[src/rtl/core/rrp_pkg.sv]
// Shared types, limits and character codes for the RESP request parser.
package rrp_pkg;

  // Accumulator width: large enough for the biggest integer value.
  localparam int ACC_W = 63;
  // Element counter width, fixed by the element index field.
  localparam int ELEM_W = 16;

  // Protocol limits.
  localparam longint unsigned MAX_ELEMENTS    = 64'd65535;
  localparam longint unsigned MAX_BULK_LENGTH = 64'd262143;
  localparam int LEN_W = $clog2(MAX_BULK_LENGTH + 64'd1);

  localparam logic [ACC_W-1:0] LIMIT_COUNT = ACC_W'(MAX_ELEMENTS);
  localparam logic [ACC_W-1:0] LIMIT_LEN   = ACC_W'(MAX_BULK_LENGTH);
  localparam logic [ACC_W-1:0] LIMIT_INT   = {ACC_W{1'b1}};

  // Character codes.
  localparam logic [7:0] CH_STAR   = 8'h2A;
  localparam logic [7:0] CH_DOLLAR = 8'h24;
  localparam logic [7:0] CH_COLON  = 8'h3A;
  localparam logic [7:0] CH_CR     = 8'h0D;
  localparam logic [7:0] CH_ZERO   = 8'h30;
  localparam logic [7:0] CH_NINE   = 8'h39;

  // Result event codes.
  localparam logic [2:0] EV_COUNT = 3'd0;
  localparam logic [2:0] EV_BYTE  = 3'd1;
  localparam logic [2:0] EV_SEND  = 3'd2;
  localparam logic [2:0] EV_INT   = 3'd3;
  localparam logic [2:0] EV_ERR   = 3'd4;

  // One input transaction.
  typedef struct packed {
    logic [7:0] data_byte;
    logic       buffer_end;
  } in_item_t;

  // One result transaction.
  typedef struct packed {
    logic [2:0]        event_res;
    logic [ACC_W-1:0]  value;
    logic [ELEM_W-1:0] element_index;
    logic              frame_last;
  } out_item_t;

  // Result from the parser core to the output register.
  typedef struct packed {
    logic      load;
    out_item_t item;
  } res_t;

endpackage

[src/rtl/core/resp_request_parser_top.sv]
// Top level of the RESP request parser: input register, parser core, output register.
//
//  channel | direction | payload            | handshake
//  in_     | input     | in_item_t          | in_valid / in_stall
//  out_    | output    | out_item_t         | out_valid / out_stall
//
// One byte is accepted per cycle while in_stall is low; each byte yields zero or one event.
// A byte is registered in the input register while the parser decodes it,
// and its event is then registered in the output register.
// in_stall comes from the skid entry flop, so the two sides share no comb path.
// rst_n is synchronous and active low; it returns the parser to waiting for '*'.
module resp_request_parser_top (
  input  logic               clk,
  input  logic               rst_n,
  input  logic               in_valid,
  output logic               in_stall,
  input  rrp_pkg::in_item_t  in_data,
  output logic               out_valid,
  input  logic               out_stall,
  output rrp_pkg::out_item_t out_data
);
  import rrp_pkg::*;

  logic     item_valid;
  in_item_t item;
  logic     item_take;
  logic     res_ready;
  res_t     res;

  rrp_in_stage u_in_stage (
    .clk        (clk),
    .rst_n      (rst_n),
    .in_valid   (in_valid),
    .in_stall   (in_stall),
    .in_data    (in_data),
    .item_valid (item_valid),
    .item       (item),
    .item_take  (item_take)
  );

  rrp_core u_core (
    .clk        (clk),
    .rst_n      (rst_n),
    .item_valid (item_valid),
    .item       (item),
    .item_take  (item_take),
    .res_ready  (res_ready),
    .res        (res)
  );

  rrp_out_stage u_out_stage (
    .clk       (clk),
    .rst_n     (rst_n),
    .res       (res),
    .res_ready (res_ready),
    .out_valid (out_valid),
    .out_stall (out_stall),
    .out_data  (out_data)
  );

endmodule

[src/rtl/core/rrp_in_stage.sv]
// Input register with a skid entry so that in_stall comes straight from a flop.
module rrp_in_stage (
  input  logic              clk,
  input  logic              rst_n,
  input  logic              in_valid,
  output logic              in_stall,
  input  rrp_pkg::in_item_t in_data,
  output logic              item_valid,
  output rrp_pkg::in_item_t item,
  input  logic              item_take
);
  import rrp_pkg::*;

  logic     main_vld_r, main_vld_nxt;
  logic     skid_vld_r, skid_vld_nxt;
  in_item_t main_r, main_nxt;
  in_item_t skid_r, skid_nxt;
  logic     accept;

  assign in_stall   = skid_vld_r;
  assign accept     = in_valid && !skid_vld_r;
  assign item_valid = main_vld_r;
  assign item       = main_r;

  // Main entry feeds the parser; the skid entry catches a transaction that
  // arrives while the main entry is held.
  always_comb begin
    main_vld_nxt = main_vld_r;
    skid_vld_nxt = skid_vld_r;
    main_nxt     = main_r;
    skid_nxt     = skid_r;
    if (item_take) begin
      if (skid_vld_r) begin
        main_nxt     = skid_r;
        skid_vld_nxt = 1'b0;
      end else begin
        main_vld_nxt = accept;
        main_nxt     = in_data;
      end
    end else if (!main_vld_r) begin
      main_vld_nxt = accept;
      main_nxt     = in_data;
    end else if (accept) begin
      skid_vld_nxt = 1'b1;
      skid_nxt     = in_data;
    end
  end

  always_ff @(posedge clk) begin
    if (!rst_n) begin
      main_vld_r <= 1'b0;
      skid_vld_r <= 1'b0;
    end else begin
      main_vld_r <= main_vld_nxt;
      skid_vld_r <= skid_vld_nxt;
    end
    main_r <= main_nxt;
    skid_r <= skid_nxt;
  end

  // The skid entry is only ever occupied behind a full main entry.
  a_skid_behind_main: assert property (@(posedge clk) disable iff (!rst_n)
    skid_vld_r |-> main_vld_r)
    else $error("skid entry full while main entry empty");

  // The parser never takes from an empty main entry.
  a_take_needs_item: assert property (@(posedge clk) disable iff (!rst_n)
    item_take |-> main_vld_r)
    else $error("take from empty input register");

endmodule

[src/rtl/core/rrp_core.sv]
// Parser FSM: decodes a byte per cycle while res_ready, into at most one event.
module rrp_core (
  input  logic              clk,
  input  logic              rst_n,
  input  logic              item_valid,
  input  rrp_pkg::in_item_t item,
  output logic              item_take,
  input  logic              res_ready,
  output rrp_pkg::res_t     res
);
  import rrp_pkg::*;

  typedef enum logic [3:0] {
    PH_IDLE     = 4'd0,
    PH_COUNT    = 4'd1,
    PH_COUNT_LF = 4'd2,
    PH_LEAD     = 4'd3,
    PH_LEN      = 4'd4,
    PH_LEN_LF   = 4'd5,
    PH_DATA     = 4'd6,
    PH_TRAIL    = 4'd7,
    PH_INT      = 4'd8,
    PH_INT_LF   = 4'd9,
    PH_DROP     = 4'd10
  } phase_t;

  phase_t            phase_r, phase_nxt;
  logic [ACC_W-1:0]  acc_r, acc_nxt;
  logic [ELEM_W-1:0] left_r, left_nxt;
  logic [ELEM_W-1:0] pos_r, pos_nxt;
  logic [LEN_W-1:0]  pay_r, pay_nxt;
  logic [1:0]        skip_r, skip_nxt;

  logic [ACC_W-1:0]  limit;
  logic [ACC_W+3:0]  prod;
  logic [3:0]        dig_val;
  logic              is_digit;
  logic              digit_ok;

  logic              emit, err, done, elem_done, dropping;
  logic [2:0]        ev;
  logic [ACC_W-1:0]  val;
  logic              last;
  logic [ELEM_W-1:0] idx;
  logic [7:0]        b;
  logic              last_byte;

  assign b         = item.data_byte;
  assign last_byte = item.buffer_end;
  assign item_take = item_valid && res_ready;

  // Decimal digit unit: acc * 10 + digit, checked against the field's limit.
  always_comb begin
    case (phase_r)
      PH_COUNT: limit = LIMIT_COUNT;
      PH_LEN:   limit = LIMIT_LEN;
      default:  limit = LIMIT_INT;
    endcase
    is_digit = b inside {[CH_ZERO:CH_NINE]};
    dig_val  = 4'(b - CH_ZERO);
    prod     = ({4'b0, acc_r} << 3) + ({4'b0, acc_r} << 1) + (ACC_W+4)'(dig_val);
    digit_ok = is_digit && (prod <= {4'b0, limit});
  end

  // Next state and event for the byte in the input register.
  always_comb begin
    phase_nxt = phase_r;
    acc_nxt   = acc_r;
    left_nxt  = left_r;
    pos_nxt   = pos_r;
    pay_nxt   = pay_r;
    skip_nxt  = skip_r;
    emit      = 1'b0;
    err       = 1'b0;
    done      = 1'b0;
    elem_done = 1'b0;
    dropping  = 1'b0;
    ev        = EV_COUNT;
    val       = '0;
    last      = 1'b0;
    idx       = pos_r;

    case (phase_r)
      PH_IDLE: begin
        if (b == CH_STAR) begin
          acc_nxt   = '0;
          left_nxt  = '0;
          pos_nxt   = '0;
          pay_nxt   = '0;
          skip_nxt  = '0;
          idx       = '0;
          phase_nxt = PH_COUNT;
        end else begin
          err = 1'b1;
        end
      end
      PH_COUNT: begin
        if (b == CH_CR) begin
          if (acc_r == '0) begin
            err = 1'b1;
          end else begin
            left_nxt  = acc_r[ELEM_W-1:0];
            emit      = 1'b1;
            ev        = EV_COUNT;
            val       = acc_r;
            idx       = '0;
            acc_nxt   = '0;
            phase_nxt = PH_COUNT_LF;
          end
        end else if (digit_ok) begin
          acc_nxt = prod[ACC_W-1:0];
        end else begin
          err = 1'b1;
        end
      end
      PH_COUNT_LF: begin
        phase_nxt = PH_LEAD;
      end
      PH_LEAD: begin
        acc_nxt = '0;
        if (b == CH_DOLLAR) begin
          phase_nxt = PH_LEN;
        end else if (b == CH_COLON) begin
          phase_nxt = PH_INT;
        end else begin
          err = 1'b1;
        end
      end
      PH_LEN: begin
        if (b == CH_CR) begin
          phase_nxt = PH_LEN_LF;
        end else if (digit_ok) begin
          acc_nxt = prod[ACC_W-1:0];
        end else begin
          err = 1'b1;
        end
      end
      PH_LEN_LF: begin
        pay_nxt = acc_r[LEN_W-1:0];
        acc_nxt = '0;
        if (acc_r[LEN_W-1:0] != '0) begin
          phase_nxt = PH_DATA;
        end else begin
          skip_nxt  = 2'd2;
          phase_nxt = PH_TRAIL;
        end
      end
      PH_DATA: begin
        emit    = 1'b1;
        ev      = EV_BYTE;
        val     = ACC_W'(b);
        pay_nxt = pay_r - LEN_W'(1);
        if (pay_r == LEN_W'(1)) begin
          skip_nxt  = 2'd2;
          phase_nxt = PH_TRAIL;
        end
      end
      PH_TRAIL: begin
        skip_nxt = skip_r - 2'd1;
        if (skip_r == 2'd1) begin
          emit      = 1'b1;
          ev        = EV_SEND;
          elem_done = 1'b1;
        end
      end
      PH_INT: begin
        if (b == CH_CR) begin
          phase_nxt = PH_INT_LF;
        end else if (digit_ok) begin
          acc_nxt = prod[ACC_W-1:0];
        end else begin
          err = 1'b1;
        end
      end
      PH_INT_LF: begin
        emit      = 1'b1;
        ev        = EV_INT;
        val       = acc_r;
        acc_nxt   = '0;
        elem_done = 1'b1;
      end
      default: begin
        // Discard the rest of the buffer after an error or a finished frame.
        dropping = 1'b1;
        if (last_byte) begin
          phase_nxt = PH_IDLE;
        end
      end
    endcase

    if (!dropping) begin
      // Element bookkeeping.
      if (elem_done) begin
        left_nxt = left_r - ELEM_W'(1);
        pos_nxt  = pos_r + ELEM_W'(1);
        if (left_r == ELEM_W'(1)) begin
          last = 1'b1;
          done = 1'b1;
        end else begin
          phase_nxt = PH_LEAD;
        end
      end

      // A buffer that ends before the frame is complete is an error.
      if (!err && !done && last_byte) begin
        err = 1'b1;
      end

      if (err) begin
        emit = 1'b1;
        ev   = EV_ERR;
        val  = '0;
        last = 1'b0;
        idx  = pos_nxt;
      end
      if (err || done) begin
        phase_nxt = last_byte ? PH_IDLE : PH_DROP;
      end
    end

    res.load               = item_take && emit;
    res.item.event_res     = ev;
    res.item.value         = val;
    res.item.element_index = idx;
    res.item.frame_last    = last;
  end

  always_ff @(posedge clk) begin
    if (!rst_n) begin
      phase_r <= PH_IDLE;
      acc_r   <= '0;
      left_r  <= '0;
      pos_r   <= '0;
      pay_r   <= '0;
      skip_r  <= '0;
    end else if (item_take) begin
      phase_r <= phase_nxt;
      acc_r   <= acc_nxt;
      left_r  <= left_nxt;
      pos_r   <= pos_nxt;
      pay_r   <= pay_nxt;
      skip_r  <= skip_nxt;
    end
  end

  // The last byte of a buffer always leaves the parser waiting for a new frame.
  a_buffer_end_idle: assert property (@(posedge clk) disable iff (!rst_n)
    item_take && item.buffer_end |=> phase_r == PH_IDLE)
    else $error("parser not idle after buffer end");

  // Inside a frame's elements at least one element is still outstanding.
  a_elements_pending: assert property (@(posedge clk) disable iff (!rst_n)
    (phase_r == PH_LEAD || phase_r == PH_LEN || phase_r == PH_LEN_LF ||
     phase_r == PH_DATA || phase_r == PH_TRAIL || phase_r == PH_INT ||
     phase_r == PH_INT_LF) |-> left_r != '0)
    else $error("element phase with no elements left");

  // Only a string end or an integer can close a frame.
  a_last_kind: assert property (@(posedge clk) disable iff (!rst_n)
    res.load && res.item.frame_last |->
      (res.item.event_res == EV_SEND || res.item.event_res == EV_INT))
    else $error("frame_last on wrong event");

endmodule

[src/rtl/core/rrp_out_stage.sv]
// Output register holding one result transaction until the receiver takes it.
module rrp_out_stage (
  input  logic               clk,
  input  logic               rst_n,
  input  rrp_pkg::res_t      res,
  output logic               res_ready,
  output logic               out_valid,
  input  logic               out_stall,
  output rrp_pkg::out_item_t out_data
);
  import rrp_pkg::*;

  logic      vld_r, vld_nxt;
  out_item_t data_r, data_nxt;

  // The register can load when it is empty or its transaction leaves this cycle.
  assign res_ready = !vld_r || !out_stall;
  assign out_valid = vld_r;
  assign out_data  = data_r;

  always_comb begin
    vld_nxt  = vld_r && out_stall;
    data_nxt = data_r;
    if (res.load) begin
      vld_nxt  = 1'b1;
      data_nxt = res.item;
    end
  end

  always_ff @(posedge clk) begin
    if (!rst_n) begin
      vld_r <= 1'b0;
    end else begin
      vld_r <= vld_nxt;
    end
    data_r <= data_nxt;
  end

  // A load never overwrites a transaction that is still stalled.
  a_no_overwrite: assert property (@(posedge clk) disable iff (!rst_n)
    res.load |-> res_ready)
    else $error("result loaded while output register is held");

endmodule

[config.mk]
export PLATFORM = sky130hd
export DESIGN_NAME = resp_request_parser_top
export DESIGN_NICKNAME = d
export VERILOG_FILES = /design/src/rtl/core/rrp_pkg.sv /design/src/rtl/core/resp_request_parser_top.sv /design/src/rtl/core/rrp_in_stage.sv /design/src/rtl/core/rrp_core.sv /design/src/rtl/core/rrp_out_stage.sv
export SDC_FILE = /design/constraint.sdc
export NUM_CORES = 1
export LEC_CHECK = 0
export BUFFER_PORTS_ARGS = -buffer_cell sky130_fd_sc_hd__buf_2
export CAP_MARGIN = 15
export CORE_MARGIN = 8
export CORE_UTILIZATION = 50
export CTS_CLUSTER_DIAMETER = 30
export CTS_CLUSTER_SIZE = 12
export DETAILED_ROUTE_END_ITERATION = 8
export GPL_TIMING_DRIVEN = 1
export PLACE_DENSITY = 0.67
export SYNTH_ARGS = -nofsm -noshare
export SYNTH_HDL_FRONTEND = slang
export SYNTH_SLANG_ARGS = --single-unit
[constraint.sdc]
create_clock -name clk -period 9.83 [get_ports clk]
set_input_delay 0.4915 -clock clk [delete_from_list [all_inputs] [get_ports clk]]
set_output_delay 0.4915 -clock clk [all_outputs]
set_load 0.01 [all_outputs]
**After elaboration in Yosys (flattened, before gate mapping)**

Index checks and enable logic that the tools add are counted.

- Latch bits: 0
- RAM bits: 0
- Input bits: 13
- Word-level logic and storage cells: 166
- Bits in registers: 223
- Memories: 0
- Output and inout port bits: 85
- Bits in read-only memories: 0

- $add $sub $neg: 7
- Equality and inequality tests: 23
- Bitwise operators: 3
- Muxes and demuxes: 80
- Multipliers: 0
- Magnitude comparators: 3
- Shifts and indexed selects: 0
- Reduce and logical (&&, ||, !) cells: 33
- Div/mod/pow operators: 0

Operators by type and width:

| cell | count |
|---|---|
| 63-bit 2-to-1 mux | 9 |
| 63-bit case mux with 4 select lines | 1 |
| 16-bit 2-to-1 mux | 13 |
| 63-bit case mux with 3 select lines | 1 |
| 63-bit case mux with 2 select lines | 1 |
| 66-bit by 64-bit adder with 67-bit output | 1 |
| 67-bit by 4-bit adder with 67-bit output | 1 |
| 67-bit by 63-bit <= comparator with 1-bit output | 1 |
| 16-bit case mux with 2 select lines | 2 |
| 63-bit zero test | 1 |
| 4-bit 2-to-1 mux | 14 |
| 18-bit case mux with 3 select lines | 1 |
| 4-bit case mux with 9 select lines | 1 |
| 9-bit 2-to-1 mux | 3 |
| 8-bit by 6-bit == test with 1-bit output (second input constant) | 3 |
| 1-bit 2-to-1 mux | 22 |
| 18-bit by 1-bit == test with 1-bit output (second input constant) | 1 |
| 18-bit 2-to-1 mux | 1 |
| 18-bit nonzero test | 1 |
| 18-bit by 1-bit subtractor with 18-bit output (second input constant) | 1 |
| 16-bit by 1-bit adder with 16-bit output (second input constant) | 1 |
| 16-bit by 1-bit == test with 1-bit output (second input constant) | 1 |
| 4-bit by 3-bit == test with 1-bit output (second input constant) | 4 |
| 16-bit by 1-bit subtractor with 16-bit output (second input constant) | 1 |
| 32 further kinds | 63 |

**Logic depth before layout (Yosys ltp)**

Gate-level depths: netlist of the first run.

- Depth in word-level cells: 16
- Gate-level depth with buffers: 27
- Depth with buffers taken out: 25

**Cells and area by module**

From an unflattened synthesis of the first run, not the netlist that was laid out.

- Cell total of the unflattened synthesis: 1,772
- Area total of the unflattened synthesis: 15,854.0 um^2

Modules (own cells, without submodules):

| module | instances | sequential area each (um^2) | area each (um^2) | cells each |
|---|---|---|---|---|
| rrp_core | 1 | 2,382.3 | 12,582.1 | 1,647 |
| rrp_out_stage | 1 | 2,512.4 | 2,527.4 | 87 |
| rrp_in_stage | 1 | 580.6 | 744.5 | 38 |

**Worst setup path before layout of the first run**

Ideal clock, no wire load.

- Kind: register to register
- Start point: register u_core.phase_r[0]
- End point: register u_out_stage.data_r (netlist bit u_out_stage.out_data[0]) (enable)
- Slack: -0.180 ns
- Library setup time: 0.525 ns
- Stages on the path, launching flop included: 18
- Arrival time: 9.485 ns
- Cells stage by stage: dfxtp_1 -> clkbuf_1 -> buf_1 -> xnor2_1 -> nor3_1 -> ha_1 -> and4_1 -> nand4_1 -> or4_1 -> o31ai_1 -> a21oi_1 -> nand3_1 -> a2111oi_0 -> o211ai_1 -> a22o_1 -> buf_6 -> nor3_1 -> nor2_1

RTL lines:

| what | RTL line | source |
|---|---|---|
| start, declared | rrp_core.sv:27 | `phase_t phase_r, phase_nxt;` |
| start signal, assigned | rrp_core.sv:237 | `phase_r <= phase_nxt;` |
| end signal, assigned | rrp_out_stage.sv:36 | `data_r <= data_nxt;` |
| end, declared | rrp_out_stage.sv:14 | `out_item_t data_r, data_nxt;` |

==> impl_metrics.tcl, run 1 <==
set metrics [dict create \
    antenna_found_initial 1 \
    async_reset_ff_share_pct 0 \
    synth-edff-count 101 \
    hpwl_um 32600 \
    die_w_um 193 \
    synth_seq_cells 223 \
    grt_first_pass_wirelength_um 73200 \
    ctsRootBufferMaster "clkbuf_16" \
    place_area_um2 16400 \
    rsz0062_at_grt "no" \
    startpoint "u_in_stage.item[4]$_DFFE_PP_" \
    hold_class "in -> reg" \
    regToRegStartpoint "u_in_stage.item[4]$_DFFE_PP_" \
    fmax_mhz 113 \
    finalCriticalPeriod_ns 8.82 \
    critPathTopFamily "compound AO/OA/AOI/OAI gates" \
    final_max_slew_viol_count 0 \
    fin_util_pct 58.5 \
    start_util_pct 50.3 \
    gp_congestion 0.945 \
    drt-vias-per-instance 6.24 \
    power_per_cell_area_nw_per_um2 160 \
    ir_drop_v 0.000132 \
    crit_path_end_kind "flip-flop" \
    crit_fanout 64 \
    hold_buffers 0 \
    grt_overflow 0 \
    cp_cell_sequence "fa_1 > ha_1 > a211oi_1 > o211ai_1 > and2_1 > o211ai_1 > a2111oi_0 > or3_1 > a221o_1 > o41ai_1 > o21ai_0 > xnor2_1 > ha_1 > nand4_1 > or3_1 > nor4_1 > o21ai_0 > nand3_1 > a2111oi_0 > o211ai_1 > a22o_1 > nor3_1 > nor2_4 > buf_4" \
    synth_top_area_cell "edfxtp_1" \
    track_usage_pct 23.4 \
    power.leakage_nw 8.20 \
    min_to "u_in_stage.skid_r[7]$_DFFE_PP_" \
    area_growth_pct 16.3 \
    synth_warnings 0 \
    post_cts_resized 0 \
    num_rows 65 \
    cts_htree_levels 2 \
    antenna_cells 0 \
    min_from "in_data[7]" \
    relSlewSlack_pct 37.6 \
    tightest_slew_ns 0.933 \
    synth_most_common_cell "ha_1" \
    vias 14200 \
    first_pass_iters 6 \
    clk_pin_slew_worst_paths_ns 0.05 \
    clk_latency_ns 0.59 \
    r2r_end "u_out_stage.out_data[40]$_DFFE_PP_" \
    reg2reg_depth 24 \
    synth.top_cells.by_count "ha_1 (178), a21oi_1 (154), nand2_1 (147)" \
    cts_tree "done" \
    synth_top_area_share_pct 19.3 \
    ant_nets 0 \
    drt-total-wl_um 45400 \
    final_nets 2029 \
    die-area_um2 37400 \
    syn-cell-area_um2 15800 \
    core-area_um2 31300 \
    io_buffer_count 97 \
    setup_violations 0 \
    fin_tns_setup_ns 0 \
    grt_pass1_vias 13600 \
    synth-seq-area-share_pct 34.8 \
    drt-wirelength-per-cell_um 19.9 \
    ys_types 73 \
    rrSetupSlack_ns 1.01 \
    postCtsSetupRepairBufs 0 \
    ios 98 \
    cp.required_ns 10.02 \
    final.period_utilization_pct 89.7 \
    drt_iter0_drc 1210 \
    clock_skew_ns 0.0255 \
    fp.dieH_um 193 \
    design_area_um2 18300 \
    cp_slowest_stage_delay_ns 0.76 \
    drc_errors 0 \
    synth_area_leaders "edfxtp_1 (19%), dfxtp_1 (16%), ha_1 (14%)" \
    clock_sinks 223 \
    path_buf_inv 1 \
    crit_top_cell "o211ai_1" \
    hold_viol_final 0 \
    synth_area_per_cell_um2 8.98 \
    path_class "reg -> reg" \
    grt_max_degree 65 \
    crit_slowest_cell "buf_4" \
    syn_nets 1948 \
    synthCells 1755 \
    status "finished, final reports clean" \
    maxCapViolations 0 \
    cts_buffer_depth 3 \
    synth-main-ff-cell "dfxtp_1" \
    cts-buffers-inserted 53 \
    arrival_ns 9.01 \
    crit_path_start_kind "flip-flop" \
    drive_gt1_share_pct 12.3 \
    min_path_cells 1 \
]
==> cell type report <==
cell class              instances  area [um^2]
inverters                      31          116
multi-input cells            1414         9740
clock buffers                  65         1400
flip-flops and latches        223         5480
repair buffers                113          606
well taps                     402          503
fillers                      2768        13000
clock inverters                35          469
==> per-stage QoR <==
step                total power [W]  hold slack [ns]  cells  worst slack (ns)
floorplan                   0.00110            0.432   1755              1.22
global placement            0.00114            0.442   2183              1.48
detailed placement          0.00114            0.445   2183              1.18
CTS                         0.00295           0.0836   2283              1.14
global route                0.00301           0.0856   2283             0.562
finish                      0.00293           0.0959   2283              1.01
==> logic make-up (layout without fill, tap and decap cells) <==
group	after synthesis	in the layout	share of synthesized area, %
mux	11	11	0.771
xor+xnor	70	70	3.89
buf+inv	118	244	3.50
compound gates	547	547	23.2
flops	223	223	34.8
fa+ha+maj	180	180	14.4
simple gates	606	606	19.5
==> worst max-delay path by stage <==
stage                     slack, ns  cells after the start                               endpoint
after CTS                      1.14                     24     u_out_stage.out_data[50]$_DFFE_PP_
after floorplan                1.22                     17  u_out_stage.out_data[0]$_SDFFCE_PP0P_
after global routing           0.56                     26     u_out_stage.out_data[56]$_DFFE_PP_
after detailed placement       1.18                     24     u_out_stage.out_data[55]$_DFFE_PP_
final                          1.01                     24     u_out_stage.out_data[40]$_DFFE_PP_
after global placement         1.48                     26     u_out_stage.out_data[57]$_DFFE_PP_
==> metal layers <==
metal | wire, um | global-route usage [%] | vias to the layer above | part of all wire, %
met5 | 38 | 0 | - | 0.084
met4 | 1130 | 7.16 | 2 | 2.5
met3 | 3240 | 4.25 | 89 | 7.1
met2 | 19800 | 36.5 | 513 | 44
met1 | 21200 | 32.5 | 6793 | 47
li1 | - | - | 6849 | -
==> layout by cell type (no fill, tap or decap), types with 23 or more instances in the layout <==
| master | synthesis | routed |
|---|---|---|
| a22o_1 | 73 | 73 |
| clkbuf_16 | 0 | 54 |
| and2_1 | 73 | 73 |
| and3_1 | 23 | 23 |
| nand4_1 | 31 | 31 |
| buf_2 | 15 | 97 |
| nand3_1 | 46 | 46 |
| nor4_1 | 31 | 31 |
| o21ai_0 | 101 | 101 |
| a21o_1 | 61 | 61 |
| xor2_1 | 24 | 24 |
| xnor2_1 | 46 | 46 |
| nand2_1 | 147 | 147 |
| ha_1 | 178 | 178 |
| dfxtp_1 | 122 | 122 |
| edfxtp_1 | 101 | 101 |
| nor2_1 | 130 | 129 |
| inv_1 | 31 | 31 |
| a21oi_1 | 154 | 154 |
| nor3_1 | 47 | 46 |
==> sequential cells by signal (all words and copies together) (netlist names), 2 cells and up <==
signal	flops
u_out_stage.out_data	83
u_core.acc_r	63
u_core.pay_r	18
u_core.left_r	16
u_core.pos_r	16
u_in_stage.item	9
u_in_stage.skid_r	9
u_core.phase_r	4
u_core.skip_r	2
==> power by group <==
| part | internal [W] | switching (W) |
|---|---|---|
| Sequential | 0.000999 | 0.0000150 |
| Clock | 0.00123 | 0.000580 |
| Combinational | 0.0000350 | 0.0000762 |
| Total | 0.00226 | 0.000671 |
No activity file was read; power rests on OpenSTA's default activity.
==> inputs of run 2 (changes only) <==
--- a/config.mk
+++ b/config.mk
@@ -8,12 +8,12 @@
 export BUFFER_PORTS_ARGS = -buffer_cell sky130_fd_sc_hd__buf_2
 export CAP_MARGIN = 15
 export CORE_MARGIN = 8
-export CORE_UTILIZATION = 50
+export CORE_UTILIZATION = 40
 export CTS_CLUSTER_DIAMETER = 30
 export CTS_CLUSTER_SIZE = 12
 export DETAILED_ROUTE_END_ITERATION = 8
 export GPL_TIMING_DRIVEN = 1
-export PLACE_DENSITY = 0.67
+export PLACE_DENSITY = 0.56
 export SYNTH_ARGS = -nofsm -noshare
 export SYNTH_HDL_FRONTEND = slang
 export SYNTH_SLANG_ARGS = --single-unit
==> impl_metrics.tcl, run 2 (synthesis gave the netlist of run 1 again) <==
set metrics [dict create \
    fp.dieH_um 214 \
    clock_skew_ns 0.0315 \
    finalWorstSetupSlack_ns 1.04 \
    vias 14300 \
    final_max_slew_viol_count 0 \
    grt_max_degree 64 \
    regToRegStartpoint "u_in_stage.item[4]$_DFFE_PP_" \
    num_rows 72 \
    cp_slowest_stage_delay_ns 0.84 \
    rrSetupSlack_ns 1.04 \
    grtUsageMet1_pct 27.7 \
    grt_util_met2_pct 30.5 \
    grt_first_pass_wirelength_um 76200 \
    clock_sinks 223 \
    antenna_cells 0 \
    drc_errors 0 \
    final_nets 2035 \
    cts_htree_levels 2 \
    die_w_um 214 \
    cts_tree "done" \
    crit_cells 24 \
    startpoint "u_in_stage.item[4]$_DFFE_PP_" \
    die-area_um2 46000 \
    track_usage_pct 20.0 \
    crit_path_start_kind "flip-flop" \
    status "finished, final reports clean" \
    drt_iter0_drc 1018 \
    maxCapViolations 0 \
    ant_nets 0 \
    drive_gt1_share_pct 13.3 \
    hold_class "in -> reg" \
    start_util_pct 40.7 \
    core-area_um2 38700 \
    path_class "reg -> reg" \
    setup_violations 0 \
    fin_tns_setup_ns 0 \
    power.share.clock_pct 64.4 \
    power.leakage_nw 8.34 \
    ios 98 \
    relSlewSlack_pct 28.8 \
    placed_cells 2298 \
    ir_drop_v 0.000151 \
    place_area_um2 16600 \
    clk_pin_slew_worst_paths_ns 0.05 \
    hold_viol_final 0 \
    drt-vias-per-instance 5.91 \
    design_area_um2 18700 \
    power_frac_comb_pct 3.5 \
    cp_cell_sequence "fa_1 > ha_1 > a211oi_1 > o211ai_1 > and2_1 > o211ai_1 > a2111oi_0 > or3_1 > a221o_1 > o41ai_1 > o21ai_0 > xnor2_1 > ha_1 > nand4_1 > or3_1 > nor4_1 > o21ai_0 > nand3_1 > a2111oi_0 > o211ai_1 > a22o_1 > nor3_1 > nor2_4 > buf_4" \
    switching_share_pct 23.2 \
    internal-power_w 0.00243 \
    power_per_cell_area_nw_per_um2 169 \
    gr-usage-met3_pct 4.50 \
    r2r_end "u_out_stage.out_data[39]$_DFFE_PP_" \
    nFillCells 3703 \
    path_buf_inv 1 \
    grt_pass1_vias 13900 \
    final_cell_mix "ha_1 (178), a21oi_1 (154), nand2_1 (147), nor2_1 (129), dfxtp_1 (122)" \
    cts-buffers-inserted 60 \
    first_pass_iters 8 \
    fmax_mhz 114 \
    dpl_worst_slack_ns 1.12 \
    drt-wirelength-per-cell_um 19.6 \
    rsz0062_at_grt "no" \
    grt_overflow 0 \
    reg2reg_depth 24 \
    cp.required_ns 10.06 \
    top_usage_layer "met2" \
    hpwl_um 34400 \
    crit_path_end_kind "flip-flop" \
    cts_buffer_depth 3 \
    io_buffer_count 97 \
    drt-total-wl_um 47300 \
    postCtsSetupRepairBufs 0 \
    hold_buffers 0 \
    gp_congestion 0.891 \
    crit_top_cell "o211ai_1" \
    ctsRootBufferMaster "clkbuf_16" \
    area_growth_pct 18.9 \
    post_cts_resized 0 \
    final.period_utilization_pct 89.4 \
    crit_fanout 51 \
    switching_power_w 0.000733 \
    antenna_found_initial 1 \
    tightest_slew_ns 1.07 \
    final_cells 2411 \
    min_path_cells 1 \
    endpoint "u_out_stage.out_data[39]$_DFFE_PP_" \
    critPathTopFamily "compound AO/OA/AOI/OAI gates" \
    arrival_ns 9.02 \
    finalCriticalPeriod_ns 8.79 \
    largest_reg_flops 83 \
    crit_slowest_cell "nor2_4" \
    final_common_cell "ha_1" \
    p_seq_share_pct 32.1 \
    clk_latency_ns 0.63 \
]
## run 2: final cells by class
cell class | count | area [um^2] | area share [%]
Clock inverter | 49 | 627 | 3.35
Timing Repair Buffer | 112 | 598 | 3.19
Sequential cell | 223 | 5480 | 29.2
Inverter | 31 | 116 | 0.621
Multi-Input combinational cell | 1414 | 9740 | 52.0
Clock buffer | 64 | 1530 | 8.15
Tap cell | 518 | 648 | 3.46
## run 2: through the flow
stage	power (W)	hold WS, ns	util (%)
floorplan	0.00110	0.432	-
global placement	0.00114	0.441	42.8
detailed placement	0.00114	0.453	42.8
CTS	0.00320	0.0321	48.4
global route	0.00326	0.0342	48.4
finish	0.00316	0.0577	48.4
## run 2: layer usage
layer / vias to the layer above / wire length, um / share of wire, %
met4: 2 / 1300 / 2.8
met5: - / 13 / 0.027
li1: 6858 / - / -
met1: 6805 / 22700 / 48
met3: 93 / 3000 / 6.3
met2: 500 / 20300 / 43
## run 2: worst min-delay path by stage
stage	from	end
after floorplan	u_core.skip_r[1]$_SDFFE_PN0P_	u_core.skip_r[1]$_SDFFE_PN0P_
after global placement	u_core.skip_r[1]$_SDFFE_PN0P_	u_core.skip_r[1]$_SDFFE_PN0P_
after detailed placement	u_core.skip_r[1]$_SDFFE_PN0P_	u_core.skip_r[1]$_SDFFE_PN0P_
after CTS	in_data[8]	u_in_stage.skid_r[8]$_DFFE_PP_
after global routing	in_data[8]	u_in_stage.skid_r[8]$_DFFE_PP_
final	in_data[5]	u_in_stage.skid_r[5]$_DFFE_PP_
## run 2: power by group through the flow
stage	Combinational (W)	Clock (W)	Sequential, W
global placement	0.000110	0	0.00103
floorplan	0.0000599	0	0.00104
detailed placement	0.000112	0	0.00103
global route	0.000121	0.00213	0.00102
finish	0.000111	0.00204	0.00101
CTS	0.000112	0.00207	0.00101
